===== src/sv/scdps_pkg.sv =====
package scdps_pkg;

	// Duty format: unsigned, DUTY_FRAC_BITS fraction bits, one integer bit
	localparam int DUTY_FRAC_BITS = 16;
	localparam int DUTY_W         = DUTY_FRAC_BITS + 1;
	localparam int TIMER_BITS     = 24;

	// Field widths
	localparam int ELAPSED_W  = 20;
	localparam int RATE_W     = 16;
	localparam int CFG_TIME_W = 24;
	localparam int CFG_DATA_W = 24;
	localparam int CFG_IDX_W  = 2;
	localparam int PHASE_W    = 3;
	localparam int RATE_SHIFT = 8;
	localparam int PROD_W     = RATE_W + ELAPSED_W;
	localparam int DELTA_W    = PROD_W - RATE_SHIFT;

	// Duty levels: 1.0, above-0.99 threshold, below-0.76 threshold, 0.75 floor
	localparam logic [DUTY_W-1:0] DUTY_ONE   = DUTY_W'(64'd1 << DUTY_FRAC_BITS);
	localparam logic [DUTY_W-1:0] TH_HIGH    =
		DUTY_W'(((64'd1 << DUTY_FRAC_BITS) * 64'd99) / 64'd100);
	localparam logic [DUTY_W-1:0] TH_LOW     =
		DUTY_W'(((64'd1 << DUTY_FRAC_BITS) * 64'd76 + 64'd99) / 64'd100);
	localparam logic [DUTY_W-1:0] DUTY_FLOOR =
		DUTY_W'(((64'd1 << DUTY_FRAC_BITS) * 64'd3) / 64'd4);

	// Register indexes
	localparam logic [CFG_IDX_W-1:0] REG_ENABLE    = 2'd0;
	localparam logic [CFG_IDX_W-1:0] REG_RAMP_RATE = 2'd1;
	localparam logic [CFG_IDX_W-1:0] REG_HOLD_TIME = 2'd2;
	localparam logic [CFG_IDX_W-1:0] REG_RECOV_TIME = 2'd3;

	// Register reset values
	localparam logic [RATE_W-1:0]     RAMP_RATE_RST  = 16'd839;
	localparam logic [CFG_TIME_W-1:0] HOLD_TIME_RST  = 24'd10000;
	localparam logic [CFG_TIME_W-1:0] RECOV_TIME_RST = 24'd10000;

	// Reported phase codes
	localparam logic [PHASE_W-1:0] PHASE_OFF   = 3'd0;
	localparam logic [PHASE_W-1:0] PHASE_UP    = 3'd1;
	localparam logic [PHASE_W-1:0] PHASE_HOLD  = 3'd2;
	localparam logic [PHASE_W-1:0] PHASE_DOWN  = 3'd3;
	localparam logic [PHASE_W-1:0] PHASE_RECOV = 3'd4;

	typedef struct packed {
		logic                 req_type;
		logic [ELAPSED_W-1:0] elapsed_us;
		logic [DUTY_W-1:0]    start_duty;
	} in_item_t;

	typedef struct packed {
		logic [DUTY_W-1:0]  duty_out;
		logic [PHASE_W-1:0] phase;
		logic               active;
	} out_item_t;

endpackage


===== src/sv/short_circuit_duty_pulse_sequencer_core.sv =====
// Short-circuit duty pulse sequencer.
// Input channel (in_valid / in_stall / in_data): each transaction is either a
// start request (req_type 1, loads start_duty while enabled) or a tick
// carrying the microseconds since the previous transaction.
// Output channel (out_valid / out_stall / out_data): exactly one transaction
// per input transaction, in order, giving the duty, the phase and the active
// flag after that input has been applied.
// Configuration: cfg_wr_en writes cfg_data to the register named by
// cfg_index (enable, ramp rate, hold time, recovery time); write only while
// no transaction is in flight.
// An accepted transaction lands in the input stage with its ramp step
// (rate times elapsed time); when the stage advances, it is applied to
// the sequencer state and fills the output register.
// Throughput is one transaction per cycle while the receiver does not stall;
// the single update of phase, duty and timer per cycle sets that figure.
// When the receiver stalls, the output register holds its transaction; the
// input stage still takes one more transaction, after which in_stall rises.
// Reset clears both stages, sets the phase to off, the duty and timer to
// zero, and restores the register defaults.
module short_circuit_duty_pulse_sequencer_core #(
	parameter int TIMER_BITS = scdps_pkg::TIMER_BITS
) (
	input  logic                                  clk,
	input  logic                                  arst_n,
	input  logic                                  in_valid,
	output logic                                  in_stall,
	input  scdps_pkg::in_item_t                   in_data,
	output logic                                  out_valid,
	input  logic                                  out_stall,
	output scdps_pkg::out_item_t                  out_data,
	input  logic                                  cfg_wr_en,
	input  logic [scdps_pkg::CFG_IDX_W-1:0]       cfg_index,
	input  logic [scdps_pkg::CFG_DATA_W-1:0]      cfg_data
);

	localparam int DW    = scdps_pkg::DUTY_W;
	localparam int TEXT_W = (TIMER_BITS > scdps_pkg::CFG_TIME_W) ? TIMER_BITS :
		scdps_pkg::CFG_TIME_W;
	localparam int CMP_W = (TIMER_BITS > scdps_pkg::ELAPSED_W) ? TIMER_BITS :
		scdps_pkg::ELAPSED_W;
	localparam int SUM_W = scdps_pkg::DELTA_W + 1;
	localparam logic [TEXT_W-1:0] TIMER_MAX_EXT = TEXT_W'({TIMER_BITS{1'b1}});

	typedef enum logic [4:0] {
		ST_OFF   = 5'b00001,
		ST_UP    = 5'b00010,
		ST_HOLD  = 5'b00100,
		ST_DOWN  = 5'b01000,
		ST_RECOV = 5'b10000
	} seq_state_t;

	// Configuration registers
	logic                                 enable_q;
	logic [scdps_pkg::RATE_W-1:0]         ramp_rate_q;
	logic [scdps_pkg::CFG_TIME_W-1:0]     hold_time_q;
	logic [scdps_pkg::CFG_TIME_W-1:0]     recov_time_q;

	// Input stage
	logic                                 valid_s1;
	logic                                 req_s1;
	logic [scdps_pkg::ELAPSED_W-1:0]      elapsed_s1;
	logic [DW-1:0]                        start_duty_s1;
	logic [scdps_pkg::DELTA_W-1:0]        delta_s1;

	// Sequencer state
	seq_state_t                           state_q;
	logic [DW-1:0]                        duty_q;
	logic [TIMER_BITS-1:0]                timer_q;

	// Output register
	logic                                 out_valid_q;
	scdps_pkg::out_item_t                 out_data_q;

	logic                                 adv;
	logic                                 in_acc;
	logic [scdps_pkg::PROD_W-1:0]         prod;
	logic [TEXT_W-1:0]                    hold_ext;
	logic [TEXT_W-1:0]                    recov_ext;
	logic [TIMER_BITS-1:0]                hold_sat;
	logic [TIMER_BITS-1:0]                recov_sat;
	logic                                 timer_done;
	logic [TIMER_BITS-1:0]                timer_dec;
	logic [SUM_W-1:0]                     duty_sum;
	logic [DW-1:0]                        duty_above_floor;
	seq_state_t                           state_n;
	logic [DW-1:0]                        duty_n;
	logic [TIMER_BITS-1:0]                timer_n;
	logic [scdps_pkg::PHASE_W-1:0]        phase_code;

	// Handshake: the stage advances when the output slot is empty or drains
	assign adv       = !out_valid_q || !out_stall;
	assign in_stall  = valid_s1 && !adv;
	assign in_acc    = in_valid && !in_stall;
	assign out_valid = out_valid_q;
	assign out_data  = out_data_q;

	// Write configuration registers
	always_ff @(posedge clk or negedge arst_n) begin
		if (!arst_n) begin
			enable_q     <= 1'b0;
			ramp_rate_q  <= scdps_pkg::RAMP_RATE_RST;
			hold_time_q  <= scdps_pkg::HOLD_TIME_RST;
			recov_time_q <= scdps_pkg::RECOV_TIME_RST;
		end else if (cfg_wr_en) begin
			unique case (cfg_index)
				scdps_pkg::REG_ENABLE:     enable_q     <= cfg_data[0];
				scdps_pkg::REG_RAMP_RATE:  ramp_rate_q  <= cfg_data[scdps_pkg::RATE_W-1:0];
				scdps_pkg::REG_HOLD_TIME:  hold_time_q  <= cfg_data[scdps_pkg::CFG_TIME_W-1:0];
				scdps_pkg::REG_RECOV_TIME: recov_time_q <= cfg_data[scdps_pkg::CFG_TIME_W-1:0];
				default: ;
			endcase
		end
	end

	// Ramp step for the incoming transaction
	assign prod = scdps_pkg::PROD_W'(ramp_rate_q) * scdps_pkg::PROD_W'(in_data.elapsed_us);

	always_ff @(posedge clk or negedge arst_n) begin
		if (!arst_n) begin
			valid_s1 <= 1'b0;
		end else if (in_acc) begin
			valid_s1 <= 1'b1;
		end else if (adv) begin
			valid_s1 <= 1'b0;
		end
	end

	always_ff @(posedge clk) begin
		if (in_acc) begin
			req_s1        <= in_data.req_type;
			elapsed_s1    <= in_data.elapsed_us;
			start_duty_s1 <= in_data.start_duty;
			delta_s1      <= prod[scdps_pkg::PROD_W-1:scdps_pkg::RATE_SHIFT];
		end
	end

	// Saturate the configured times to the timer width
	assign hold_ext  = TEXT_W'(hold_time_q);
	assign recov_ext = TEXT_W'(recov_time_q);
	assign hold_sat  = (hold_ext > TIMER_MAX_EXT) ? TIMER_MAX_EXT[TIMER_BITS-1:0] :
		hold_ext[TIMER_BITS-1:0];
	assign recov_sat = (recov_ext > TIMER_MAX_EXT) ? TIMER_MAX_EXT[TIMER_BITS-1:0] :
		recov_ext[TIMER_BITS-1:0];

	// Count down by the elapsed time, stopping at zero
	assign timer_done = CMP_W'(elapsed_s1) >= CMP_W'(timer_q);
	assign timer_dec  = timer_q - TIMER_BITS'(elapsed_s1);

	assign duty_sum         = SUM_W'(duty_q) + SUM_W'(delta_s1);
	assign duty_above_floor = duty_q - scdps_pkg::DUTY_FLOOR;

	// Next sequencer state
	always_comb begin
		state_n = state_q;
		duty_n  = duty_q;
		timer_n = timer_q;
		if (req_s1) begin
			if (enable_q) begin
				state_n = ST_UP;
				duty_n  = (start_duty_s1 > scdps_pkg::DUTY_ONE) ? scdps_pkg::DUTY_ONE :
					start_duty_s1;
			end
		end else begin
			unique case (state_q)
				ST_OFF: ;
				ST_UP: begin
					if (duty_q > scdps_pkg::TH_HIGH) begin
						state_n = ST_HOLD;
						duty_n  = scdps_pkg::DUTY_ONE;
						timer_n = hold_sat;
					end else if (duty_sum > SUM_W'(scdps_pkg::DUTY_ONE)) begin
						duty_n = scdps_pkg::DUTY_ONE;
					end else begin
						duty_n = duty_sum[DW-1:0];
					end
				end
				ST_HOLD: begin
					duty_n  = scdps_pkg::DUTY_ONE;
					timer_n = timer_done ? '0 : timer_dec;
					if (timer_done) begin
						state_n = ST_DOWN;
					end
				end
				ST_DOWN: begin
					if (duty_q < scdps_pkg::TH_LOW) begin
						state_n = ST_RECOV;
						timer_n = recov_sat;
						duty_n  = '0;
					end else if (duty_q <= scdps_pkg::DUTY_FLOOR ||
						scdps_pkg::DELTA_W'(duty_above_floor) <= delta_s1) begin
						duty_n = scdps_pkg::DUTY_FLOOR;
					end else begin
						duty_n = duty_q - delta_s1[DW-1:0];
					end
				end
				ST_RECOV: begin
					timer_n = timer_done ? '0 : timer_dec;
					if (timer_done) begin
						state_n = ST_OFF;
					end
				end
				default: state_n = ST_OFF;
			endcase
		end
	end

	// Encode the reported phase
	always_comb begin
		unique case (state_n)
			ST_OFF:   phase_code = scdps_pkg::PHASE_OFF;
			ST_UP:    phase_code = scdps_pkg::PHASE_UP;
			ST_HOLD:  phase_code = scdps_pkg::PHASE_HOLD;
			ST_DOWN:  phase_code = scdps_pkg::PHASE_DOWN;
			ST_RECOV: phase_code = scdps_pkg::PHASE_RECOV;
			default:  phase_code = scdps_pkg::PHASE_OFF;
		endcase
	end

	// Apply the transaction to the state
	always_ff @(posedge clk or negedge arst_n) begin
		if (!arst_n) begin
			state_q <= ST_OFF;
			duty_q  <= '0;
			timer_q <= '0;
		end else if (valid_s1 && adv) begin
			state_q <= state_n;
			duty_q  <= duty_n;
			timer_q <= timer_n;
		end
	end

	// Fill or drain the output register
	always_ff @(posedge clk or negedge arst_n) begin
		if (!arst_n) begin
			out_valid_q <= 1'b0;
		end else if (adv) begin
			out_valid_q <= valid_s1;
		end
	end

	always_ff @(posedge clk) begin
		if (valid_s1 && adv) begin
			out_data_q.duty_out <= duty_n;
			out_data_q.phase    <= phase_code;
			out_data_q.active   <= (state_n != ST_OFF);
		end
	end

`ifndef SYNTHESIS
	a_stall_only_when_full: assert property (@(posedge clk) disable iff (!arst_n)
		in_stall |-> (valid_s1 && out_valid_q && out_stall))
		else $error("input stalled while a stage was free");

	a_stage_kept_on_stall: assert property (@(posedge clk) disable iff (!arst_n)
		(valid_s1 && !adv) |=> valid_s1)
		else $error("input stage dropped a transaction under stall");

	a_duty_range: assert property (@(posedge clk) disable iff (!arst_n)
		out_valid_q |-> (out_data_q.duty_out <= scdps_pkg::DUTY_ONE))
		else $error("duty above full scale");

	a_active_matches_phase: assert property (@(posedge clk) disable iff (!arst_n)
		out_valid_q |-> (out_data_q.active == (out_data_q.phase != scdps_pkg::PHASE_OFF)))
		else $error("active flag disagrees with phase");

	a_hold_full_duty: assert property (@(posedge clk) disable iff (!arst_n)
		(state_q == ST_HOLD) |-> (duty_q == scdps_pkg::DUTY_ONE))
		else $error("hold phase without full duty");
`endif

endmodule

===== config.mk =====
export PLATFORM = sky130hd
export DESIGN_NAME = short_circuit_duty_pulse_sequencer_core
export DESIGN_NICKNAME = d
export VERILOG_FILES = /design/src/sv/scdps_pkg.sv /design/src/sv/short_circuit_duty_pulse_sequencer_core.sv
export SDC_FILE = /design/constraint.sdc
export NUM_CORES = 1
export LEC_CHECK = 0
export BUFFER_PORTS_ARGS = -buffer_cell sky130_fd_sc_hd__buf_2
export CORE_MARGIN = 2
export CORE_UTILIZATION = 58
export CTS_CLUSTER_SIZE = 12
export DETAILED_ROUTE_END_ITERATION = 16
export GPL_TIMING_DRIVEN = 0
export PLACE_DENSITY = 0.76
export SLEW_MARGIN = 20
export SYNTH_ARGS = -nofsm -noshare
export SYNTH_HDL_FRONTEND = slang
export SYNTH_SLANG_ARGS = --single-unit

===== constraint.sdc =====
create_clock -name clk -period 10.6 [get_ports clk]
set_input_delay 0.53 -clock clk [delete_from_list [all_inputs] [get_ports clk]]
set_output_delay 0.53 -clock clk [all_outputs]
set_load 0.01 [all_outputs]

# Yosys cells after proc, flatten, opt, wreduce, memory -nomap -nowiden
# Cells that the tools add are included.
# word_totals
regBits,200
inputBits,69
output_inout_bits,23
wordCells,88
# classes
add_sub_neg,4
n_mul,1
n_lt_le_gt_ge,9
n_eq_ne,15
mux,24
n_bitwise,1
n_reduce_logical,18
# op_table
operator,count
$mux W24,5
$mux W17,7
$pmux W24 S3,1
$pmux W17 S3,1
$gt A24 B24 Y1 const B,2
$mul A16 B20 Y36,1
$mux W5,6
$add A17 B28 Y29,1
$gt A29 B17 Y1 const B,1
$le A17 B28 Y1,1
$pmux W5 S5,1
$ge A20 B24 Y1,1
$sub A24 B20 Y24,1
$gt A17 B16 Y1 const B,1
$gt A17 B17 Y1 const B,1
$le A17 B16 Y1 const B,1
$lt A17 B16 Y1 const B,1
$sub A17 B16 Y17 const B,1
$sub A17 B17 Y17,1
$pmux W3 S4,1
$eq A5 B2 Y1 const B,2
$eq A5 B3 Y1 const B,2
$eq A5 B4 Y1 const B,2
$eq A5 B5 Y1 const B,2
16 further kinds,28

# Longest topological paths before layout
# Gate-level depths: netlist of the first run.
# logic_depth
depth_word,7
ltp_mapped,25

# Worst setup path after synthesis of the first run
# No wires, ideal clock.
# synth_timing
kind,input to register
start,input in_data[24] (netlist name)
end,"register delta_s1[27] (netlist name), data pin"
arrival_time_ps,6465
path_slack_ps,3875
path_stages,23
path_buffers,1
cell_sequence,clkbuf_1 -> and2_1 -> fa_1 -> inv_1 -> fa_1 -> fa_1 -> fa_1 -> inv_1 -> fa_1 -> inv_1 -> fa_1 -> inv_1 -> ha_1 -> a21oi_1 -> o21ai_0 -> o31a_1 -> a211o_1 -> o21ai_0 -> o21ai_0 -> o221a_2 -> a211oi_1 -> o21bai_1 -> xnor2_1
# synth_between
elab_chain_cells,1
# synth_lines
element,line,source
"start, declared",short_circuit_duty_pulse_sequencer_core.sv:27,"input scdps_pkg::in_item_t in_data,"
$mul A16 B20 Y36,short_circuit_duty_pulse_sequencer_core.sv:116,assign prod = scdps_pkg::PROD_W'(ramp_rate_q) * scdps_pkg::PROD_W'(in_data.elapsed_us);
"via prod, one bit",short_circuit_duty_pulse_sequencer_core.sv:76,logic [scdps_pkg::PROD_W-1:0] prod;
"end signal, assigned",short_circuit_duty_pulse_sequencer_core.sv:133,delta_s1 <= prod[scdps_pkg::PROD_W-1:scdps_pkg::RATE_SHIFT];
"end, declared",short_circuit_duty_pulse_sequencer_core.sv:63,logic [scdps_pkg::DELTA_W-1:0] delta_s1;
# The timed path passes the listed nets, and every way through them passes these cells.
# A chain may end at the register's enable or synchronous reset.

# Worst setup path in the final report of the first run
# layout_timing
start,register ramp_rate_q[1] (netlist name)
end,"register delta_s1[27] (netlist name), data pin"
# layout_between
elab_chain_cells,1
# layout_lines
element,line,source
"start, declared",short_circuit_duty_pulse_sequencer_core.sv:54,logic [scdps_pkg::RATE_W-1:0] ramp_rate_q;
"start signal, assigned",short_circuit_duty_pulse_sequencer_core.sv:101,ramp_rate_q <= scdps_pkg::RAMP_RATE_RST;
"start signal, assigned",short_circuit_duty_pulse_sequencer_core.sv:107,scdps_pkg::REG_RAMP_RATE: ramp_rate_q <= cfg_data[scdps_pkg::RATE_W-1:0];
$mul A16 B20 Y36,short_circuit_duty_pulse_sequencer_core.sv:116,
"via prod, one bit",short_circuit_duty_pulse_sequencer_core.sv:76,
# The timed path passes the listed nets, and every way through them passes these cells.

==> out/qor.txt, run 1 <==
Slowest-stage cell, CP: dfstp_2
HPWL reported at the end of detailed placement: 46950 um
Post-CTS setup buffers: 0
Syn Area/Cell: 9.543 sq um
Worst EP arrival: 7890 ps
CTS tree: yes
Gr usage total: 0.3157
Vias in the first global route: 17620
Clk_skew: 12.78 ps
Area leader, netlist: fa_1
Syn. warnings: 0
Status: finished clean
Reg2reg end: delta_s1[27]
Setup crit start kind: flop
Final Cycle Share: 0.7245
Final net count: 2891
Buffers on Ports: 91
Worst slew pin tran: 1165 ps
GP Congestion: 0.9457
Sink Count: 200
Vias/cell: 5.989
R2R depth: 22
Die width: 198.4 um
Synth Instances: 2296
Hold_buf cts: 0
Maxcap violations: 0
Pre-CTS setup slack: 2777 ps
Post-synth ARST share: 0.5650
Share of layout cells above drive strength 1: 0.1049
Vias: 17570
Number of synthesized register bits: 200
Post-synth top cells: 364 x inv_1, 252 x fa_1, 249 x nand2_1, 162 x ha_1, 157 x and2_1
RSZ-0062 raised after global routing: false
Cells along the critical path: clkbuf_1 -> nand2_1 -> fa_1 -> fa_1 -> fa_1 -> fa_1 -> inv_1 -> fa_1 -> inv_1 -> fa_1 -> inv_1 -> ha_1 -> a21oi_1 -> o21ai_0 -> o31a_1 -> a211o_1 -> o21ai_0 -> o21ai_0 -> o221a_2 -> a211oi_1 -> o21bai_1 -> xnor2_1
R2r startpoint: ramp_rate_q[1]
Syn_nets: 2779
Skew-Pair Late Insertion Delay: 470 ps
Largest stage delay, worst path: 560 ps
Hold crit path type: in2async
Critical path peak fanout: 10
Core Area: 37400 sq um
Most common cell in the netlist: inv_1
Crit path capture type: flop
Ports: 92
Register-to-register setup slack: 2920 ps
Clock root buffer: clkbuf_16
Crit Path Class: reg2reg
Number of synthesized flops with an enable pin: 87
Sequential fraction of the synthesis area: 0.2493
Initial DRC Count: 1407
Drc violations: 0
Top-area cell type share of the netlist area: 0.2302
Reg clk slew, reported paths: 80 ps
H-tree depth: 4
Chip Height: 198.4 um
Synth top area cells: fa_1 23%, edfxtp_1 12%, dfrtp_1 11%
Final TNS setup: 0 ps
WHS: 25.86 ps
Largest net degree at the start of global routing: 60
Overall routed net length: 59540 um
Starting density of the core: 0.5859
Post-cts sizing count: 0
# rows: 71
Final Max Slew Viols: 0
Most used cell, CP: fa_1
WP data required: 10810 ps
Synthesized area: 21910 sq um
Max_slew headroom: 0.2173
Unique cell type count in the Yosys netlist: 91
First-pass detailed-route iteration total: 10
Ys flop type: dfrtp_1
Routed len/inst: 20.30 um
Layout overhead on the synthesized area: 8.029%
Clock Path Buffers: 2
Final setup fails: 0
Final hold viol count: 0
Setup slack after layout: 2920 ps
First-pass GRT wire length: 94910 um
Grt total ovfl: 0
ANT nets after route: 0
Fin crit period: 7680 ps
Die Area: 39350 sq um
Initial antenna violation count: 0
Number of CTS-inserted buffers: 17
Fmax: 130.2 MHz
routing by layer:
| metal | track usage | wire [um] | vias to the layer above |
|---|---|---|---|
| met1 | 0.4366 | 24890 | 8800 |
| li1 | - | - | 7849 |
| met2 | 0.4830 | 26990 | 784 |
| met4 | 0.1317 | 2304 | 0 |
| met3 | 0.06847 | 5358 | 134 |
| met5 | 0 | 0 | - |
sequential cells by signal (all words and copies together) (netlist names), 16 cells and up:
register	count
delta_s1	28
duty_q	17
elapsed_s1	20
hold_ext	24
out_data	21
ramp_rate_q	16
recov_ext	24
start_duty_s1	17
timer_q	24
worst max-delay path, delay by kind of cell (launching register included):
| kind | cells | cell delay, ps |
|---|---|---|
| AOI/OAI and AO/OA | 9 | 2500 |
| xor gates and xnor gates | 1 | 140 |
| adders and majority gates | 7 | 3360 |
| buffers and inverters | 4 | 700 |
| DFF | 1 | 560 |
| and+or+nand+nor | 1 | 150 |
through the flow:
| stage | util | std cells | instance area, sq um |
|---|---|---|---|
| CTS | 0.6326 | 2932 | 23660 |
| global route | 0.6328 | 2932 | 23670 |
| global placement | 0.6151 | 2898 | 23010 |
| finish | 0.6329 | 2933 | 23670 |
| detailed placement | 0.6168 | 2900 | 23070 |
| floorplan | - | 2296 | 21910 |
layout by cell type, fill, tap and decap left out, types with 11 or more instances in the layout:
cell,synthesis,routed
a21oi_1,76,76
nor2b_1,24,24
and2_1,157,156
ha_1,162,162
or3_1,11,11
nor2_1,71,71
nand2_1,249,249
nand3_1,23,23
edfxtp_1,87,87
nor4_1,11,11
o21ai_0,81,81
buf_2,10,100
a21o_1,21,21
fa_1,252,252
nand4_1,16,16
xnor2_1,47,47
a211oi_1,11,11
o21a_1,17,17
o21ai_1,14,14
a222oi_1,20,20
inv_1,364,364
xor2_1,16,16
dfstp_2,17,17
a22oi_1,40,40
dfrtp_1,96,96
clkbuf_1,94,94
nor3_1,33,33
o21bai_1,17,17
clkbuf_16,0,17
mux2_2,66,66
nand2b_1,23,23
logic make-up after synthesis:
| kind of cell | synth area share |
|---|---|
| buffers and inverters | 0.08280 |
| AOI/OAI and AO/OA | 0.1299 |
| and+or+nand+nor | 0.1548 |
| adders and majority gates | 0.3228 |
| DFF | 0.2493 |
| muxes | 0.03529 |
| xor gates and xnor gates | 0.02518 |
area by class of cell:
cell class,instances,area (sq um)
diodes,1,2.502
clock inverters,15,165.2
repair buffers,93,516.7
inverters,365,1370
multi-input cells,1622,14650
clock buffers,17,425.4
flip-flops and latches,200,5461
plain buffers,109,444.2
well taps,511,639.4
fillers,3085,13730
how the worst max path moves through the flow:
stage                    start            to  slack, ps  cells past startpoint
4_1_cts         ramp_rate_q[1]  delta_s1[27]       2970                     22
2_1_floorplan      in_data[24]  delta_s1[27]       3870                     23
5_1_grt        ramp_rate_q[12]  delta_s1[25]       2540                     21
3_3_place_gp       in_data[26]  delta_s1[27]       2870                     23
3_5_place_dp       in_data[25]  delta_s1[27]       2780                     23
6_report        ramp_rate_q[1]  delta_s1[27]       2920                     22
Power of run 1 is not shown: default switching activity piles up to over one toggle a cycle in this logic, so the estimate is an artifact.
==> run 2: changes to the inputs <==
Settings changed: PLACE_DENSITY 0.76 to 0.79.
Clock period 10.6 ns to 6.76 ns, I/O delays scaled along.
==> run 2 against run 1 <==
Cell count grew 0.14%. Highest routed layer unchanged. Non-clock buffer count grew 4. Fmax grew 17%. Clock-buffer cell count grew 3. Core utilization grew 0.48 points. Die area is the same. Flip-flop and latch count is the same. Cell area grew 0.76%. Routed wire length grew 0.25%. Critical endpoint is now delta_s1[25].
==> out/qor.txt, run 2 (synthesis results as in run 1) <==
HPWL reported at the end of detailed placement: 46740 um
Final hold viol count: 0
Clock root buffer: clkbuf_16
Final net count: 2895
ANT nets after route: 0
Crit Path Class: reg2reg
WP data required: 7050 ps
Ports: 92
Setup crit start kind: flop
Gr usage total: 0.3164
Worst EP arrival: 6840 ps
Overall routed net length: 59690 um
Fmax: 152.6 MHz
Most used cell, CP: fa_1
Maxcap violations: 0
Vias: 17710
Die Area: 39350 sq um
Chip Height: 198.4 um
Starting density of the core: 0.5859
Max reg flops: 28
Layout overhead on the synthesized area: 8.851%
Largest reg by FF count: delta_s1
Most frequent cells in the layout: 364 x inv_1, 251 x fa_1, 249 x nand2_1, 160 x ha_1, 156 x and2_1
Setup slack after layout: 205.5 ps
GP Congestion: 0.9712
Commonest non-fill, non-tap cell in the layout: inv_1
Number of CTS-inserted buffers: 17
Die width: 198.4 um
Core Area: 37400 sq um
Final Cycle Share: 0.9696
Largest stage delay, worst path: 590 ps
CP top delay family: adder cells
First-pass detailed-route iteration total: 9
Hold crit path type: in2reg
H-tree depth: 4
Sink Count: 200
Status: finished clean
Slowest-stage cell, CP: fa_1
Inst Count DP: 2900
Vias/cell: 6.031
Largest net degree at the start of global routing: 59
Worst slew pin tran: 975.6 ps
Share of layout cells above drive strength 1: 0.1229
CTS tree: yes
Drc violations: 0
Routed len/inst: 20.32 um
Final setup fails: 0
Fin crit period: 6555 ps
Crit path capture type: flop
Reg clk slew, reported paths: 80 ps
Vias in the first global route: 17770
Final Max Slew Viols: 0
Clock Path Buffers: 2
Grt total ovfl: 0
Initial antenna violation count: 0
Final TNS setup: 0 ps
Crit path buf inv count: 4
Max_slew headroom: 0.3456
Pre-CTS setup slack: -848.2 ps
Buffers on Ports: 91
First-pass GRT wire length: 95500 um
Critical path peak fanout: 10
Skew-Pair Late Insertion Delay: 480 ps
Clk_skew: 13.46 ps
Cells along the critical path: buf_6 -> nand2_1 -> fa_1 -> fa_1 -> fa_1 -> inv_1 -> fa_1 -> fa_1 -> inv_1 -> fa_1 -> inv_1 -> ha_1 -> nand3_2 -> a211oi_1 -> o31a_1 -> a211o_1 -> o21ai_2 -> o21ai_2 -> o221a_4 -> and2_1 -> o21ai_1 -> a221oi_2
Final Non-Filler Cells: 2937
# rows: 71
Initial DRC Count: 1501
run 2: per-layer routing:
metal	share of wire	vias up	global-route usage
met4	0.036	0	0.1256
li1	-	7877	-
met2	0.47	838	0.5036
met1	0.41	8855	0.4315
met3	0.088	142	0.05638
met5	0	-	0
run 2: cell type report:
cell class                      instances  area [sq um]
Timing Repair Buffer                   97         549.3
Buffer                                109         534.3
Sequential cell                       200          5461
Tap cell                              511         639.4
Multi-Input combinational cell       1622         14730
Antenna cell                            1         2.502
Fill cell                            3060         13550
Clock inverter                         12         116.4
Inverter                              365          1370
Clock buffer                           20         446.7
run 2: final timing paths:
check | startpoint | endpoint | slack [ps] | cells past startpoint
worst min register to register | timer_q[18] | timer_q[18] | 500 | 2
worst max register to register | ramp_rate_q[1] | delta_s1[25] | 210 | 22
worst min-delay path | in_data[6] | start_duty_s1[6] | 40 | 1
max in group asynchronous | arst_n | state_q[0] | 5640 | 3
min in group asynchronous | arst_n | recov_ext[21] | 390 | 2
worst max-delay path | ramp_rate_q[1] | delta_s1[25] | 210 | 22
run 2: stage by stage:
| step | hold WS (ps) | utilization | cell area [sq um] |
|---|---|---|---|
| 2_1_floorplan | 42.41 | - | 21910 |
| 5_1_grt | 28.67 | 0.6377 | 23850 |
| 6_report | 35.41 | 0.6377 | 23850 |
| 3_3_place_gp | 466.3 | 0.6151 | 23010 |
| 3_5_place_dp | 342.3 | 0.6170 | 23080 |
| 4_1_cts | 17.66 | 0.6347 | 23740 |
run 2: repair_timing:
item                                   in CTS  in global routing
setup endpoints to repair                  14                 11
hold buffers                                1                  0
resized for setup                          45                 47
endpoints found under the hold margin      46                  0
pin swaps                                   3                 10
buffers inserted                            1                  2
Power of run 2 is left out for the same reason.
==> run 3: changes to the inputs <==
Settings changed: BUFFER_PORTS_ARGS -buffer_cell sky130_fd_sc_hd__buf_2 to not set, DONT_BUFFER_PORTS set to 1, PLACE_DENSITY 0.79 to 0.76.
==> run 3 against run 2 <==
Fmax about the same. Non-clock buffer count down 49. Critical path depth down 1. Clock skew up 2.6 ps. Hold slack worse by 25 ps. Cell count down 1.7%. Sequential share of layout area about the same. Global-route usage up 0.15 points. Clock-buffer cell count unchanged.
==> out/qor.txt, run 3 (synthesis results as in run 1) <==
Status: finished clean
CTS tree: yes
Clock Path Buffers: 2
Routed len/inst: 20.87 um
Inst Count DP: 2808
Vias: 17390
CP endpoint: delta_s1[27]
Reg2reg end: delta_s1[27]
Die Area: 39350 sq um
Vias/cell: 6.025
Grt total ovfl: 0
First-pass detailed-route iteration total: 7
First-pass GRT wire length: 94980 um
Initial DRC Count: 1334
Chip Height: 198.4 um
Share of layout cells above drive strength 1: 0.08880
Hold crit path type: in2reg
Ports: 92
Worst EP arrival: 6760 ps
Largest net degree at the start of global routing: 114
CP startpoint: ramp_rate_q[8]
Crit path capture type: flop
Final net count: 2846
Layout overhead on the synthesized area: 8.743%
WP data required: 6970 ps
Number of CTS-inserted buffers: 17
Area of the multi-input gates: 14750 sq um
Buffers on Ports: 0
Final Non-Filler Cells: 2887
FILL cells: 3030
Die width: 198.4 um
R2R depth: 21
Drc violations: 0
Register area: 5461 sq um
Final Max Slew Viols: 0
HPWL reported at the end of detailed placement: 46260 um
Critical path peak fanout: 10
Starting density of the core: 0.5859
H-tree depth: 4
Maxcap violations: 0
Max reg flops: 28
Final hold viol count: 0
GP Congestion: 0.9699
ANT nets after route: 0
Worst slew pin tran: 1073 ps
Clk_skew: 16.02 ps
Initial antenna violation count: 0
Overall routed net length: 60260 um
Reg clk slew, reported paths: 80 ps
Sink Count: 200
Clock root buffer: clkbuf_16
Antenna cells: 0
Setup crit start kind: flop
Fin crit period: 6551 ps
R2r startpoint: ramp_rate_q[8]
# rows: 71
Core Area: 37400 sq um
Fmax: 152.7 MHz
Final setup fails: 0
Register-to-register setup slack: 210 ps
Commonest non-fill, non-tap cell in the layout: inv_1
Most frequent cells in the layout: 364 x inv_1, 252 x fa_1, 249 x nand2_1, 160 x ha_1, 156 x and2_1
Skew-Pair Late Insertion Delay: 470 ps
Crit Path Class: reg2reg
Final Cycle Share: 0.9691
Largest reg by FF count: delta_s1
Max_slew headroom: 0.2789
Vias in the first global route: 17650
Gr usage total: 0.3180
==> run 3: cell types whose count changed in the layout (fill, tap and decap cells not counted), moves of 2 or more <==
cell | before | now
o21ai_1 | 18 | 15
dlygate4sd3_1 | 1 | 39
buf_2 | 104 | 17
buf_4 | 8 | 13
clkbuf_4 | 6 | 8
o21ai_4 | 0 | 2
buf_6 | 6 | 4
clkbuf_1 | 64 | 66
clkbuf_2 | 14 | 7
o21ai_0 | 74 | 76
==> run 3: through the flow <==
stage	util	hold WS (ps)	setup WS (ps)	cell area, sq um	setup TNS, ps
6_report	0.6371	10.79	209.1	23830	0
4_1_cts	0.6319	5.795	5.790	23630	0
2_1_floorplan	-	42.41	86.51	21910	0
5_1_grt	0.6371	1.552	-71.22	23830	-162.2
3_5_place_dp	0.6038	44.96	-785.2	22580	-4312
3_3_place_gp	0.6030	45.00	-731.0	22550	-3431
==> run 3: routing by layer <==
layer  global-route usage  share of wire  vias to the layer above
met3              0.07120          0.085                      161
li1                     -              -                     7768
met1               0.4258           0.41                     8720
met5                    0              0                        -
met4               0.1445          0.044                        0
met2               0.4953           0.46                      745
==> run 3: how the worst min path moves through the flow <==
stage                    end  cells after the start  slack, ps    startpoint
2_1_floorplan      duty_q[0]                      0         40        arst_n
3_3_place_gp   recov_ext[17]                      0         50        arst_n
3_5_place_dp    hold_ext[17]                      0         40        arst_n
4_1_cts         hold_ext[16]                      1          6  cfg_data[16]
5_1_grt         hold_ext[15]                      1          2  cfg_data[15]
6_report        hold_ext[16]                      1         10  cfg_data[16]
==> run 3: what timing repair did <==
| item | 4_1_cts | 5_1_grt |
|---|---|---|
| pin swaps | 3 | 10 |
| buffers inserted | 0 | 7 |
| gates resized for setup | 42 | 61 |
| endpoints found under the hold margin | 151 | 0 |
| endpoints found under the setup margin | 12 | 9 |
| cloned | 0 | 0 |
| hold buffers | 40 | 0 |
==> run 3: critical path, cell delays in order, from the launching register on <==
cell	delay (ps)
dfstp_2	550
buf_2	290
nand2_1	120
fa_1	520
fa_1	520
inv_1	50
fa_1	470
fa_1	570
fa_1	590
inv_1	70
fa_1	530
inv_1	40
ha_1	330
a211o_1	360
o211ai_1	190
a21oi_1	100
o21ai_4	110
o21ai_4	90
o221a_4	260
a211oi_4	270
o21bai_1	110
xnor2_1	150
==> run 3: final cells by class <==
type,count,share of cell area
flip-flops and latches,200,0.2292
multi-input cells,1622,0.6190
plain buffers,109,0.02305
inverters,365,0.05750
clock inverters,12,0.004726
repair buffers,48,0.02090
clock buffers,20,0.01875
well taps,511,0.02683
Power of run 3 is left out for the same reason.
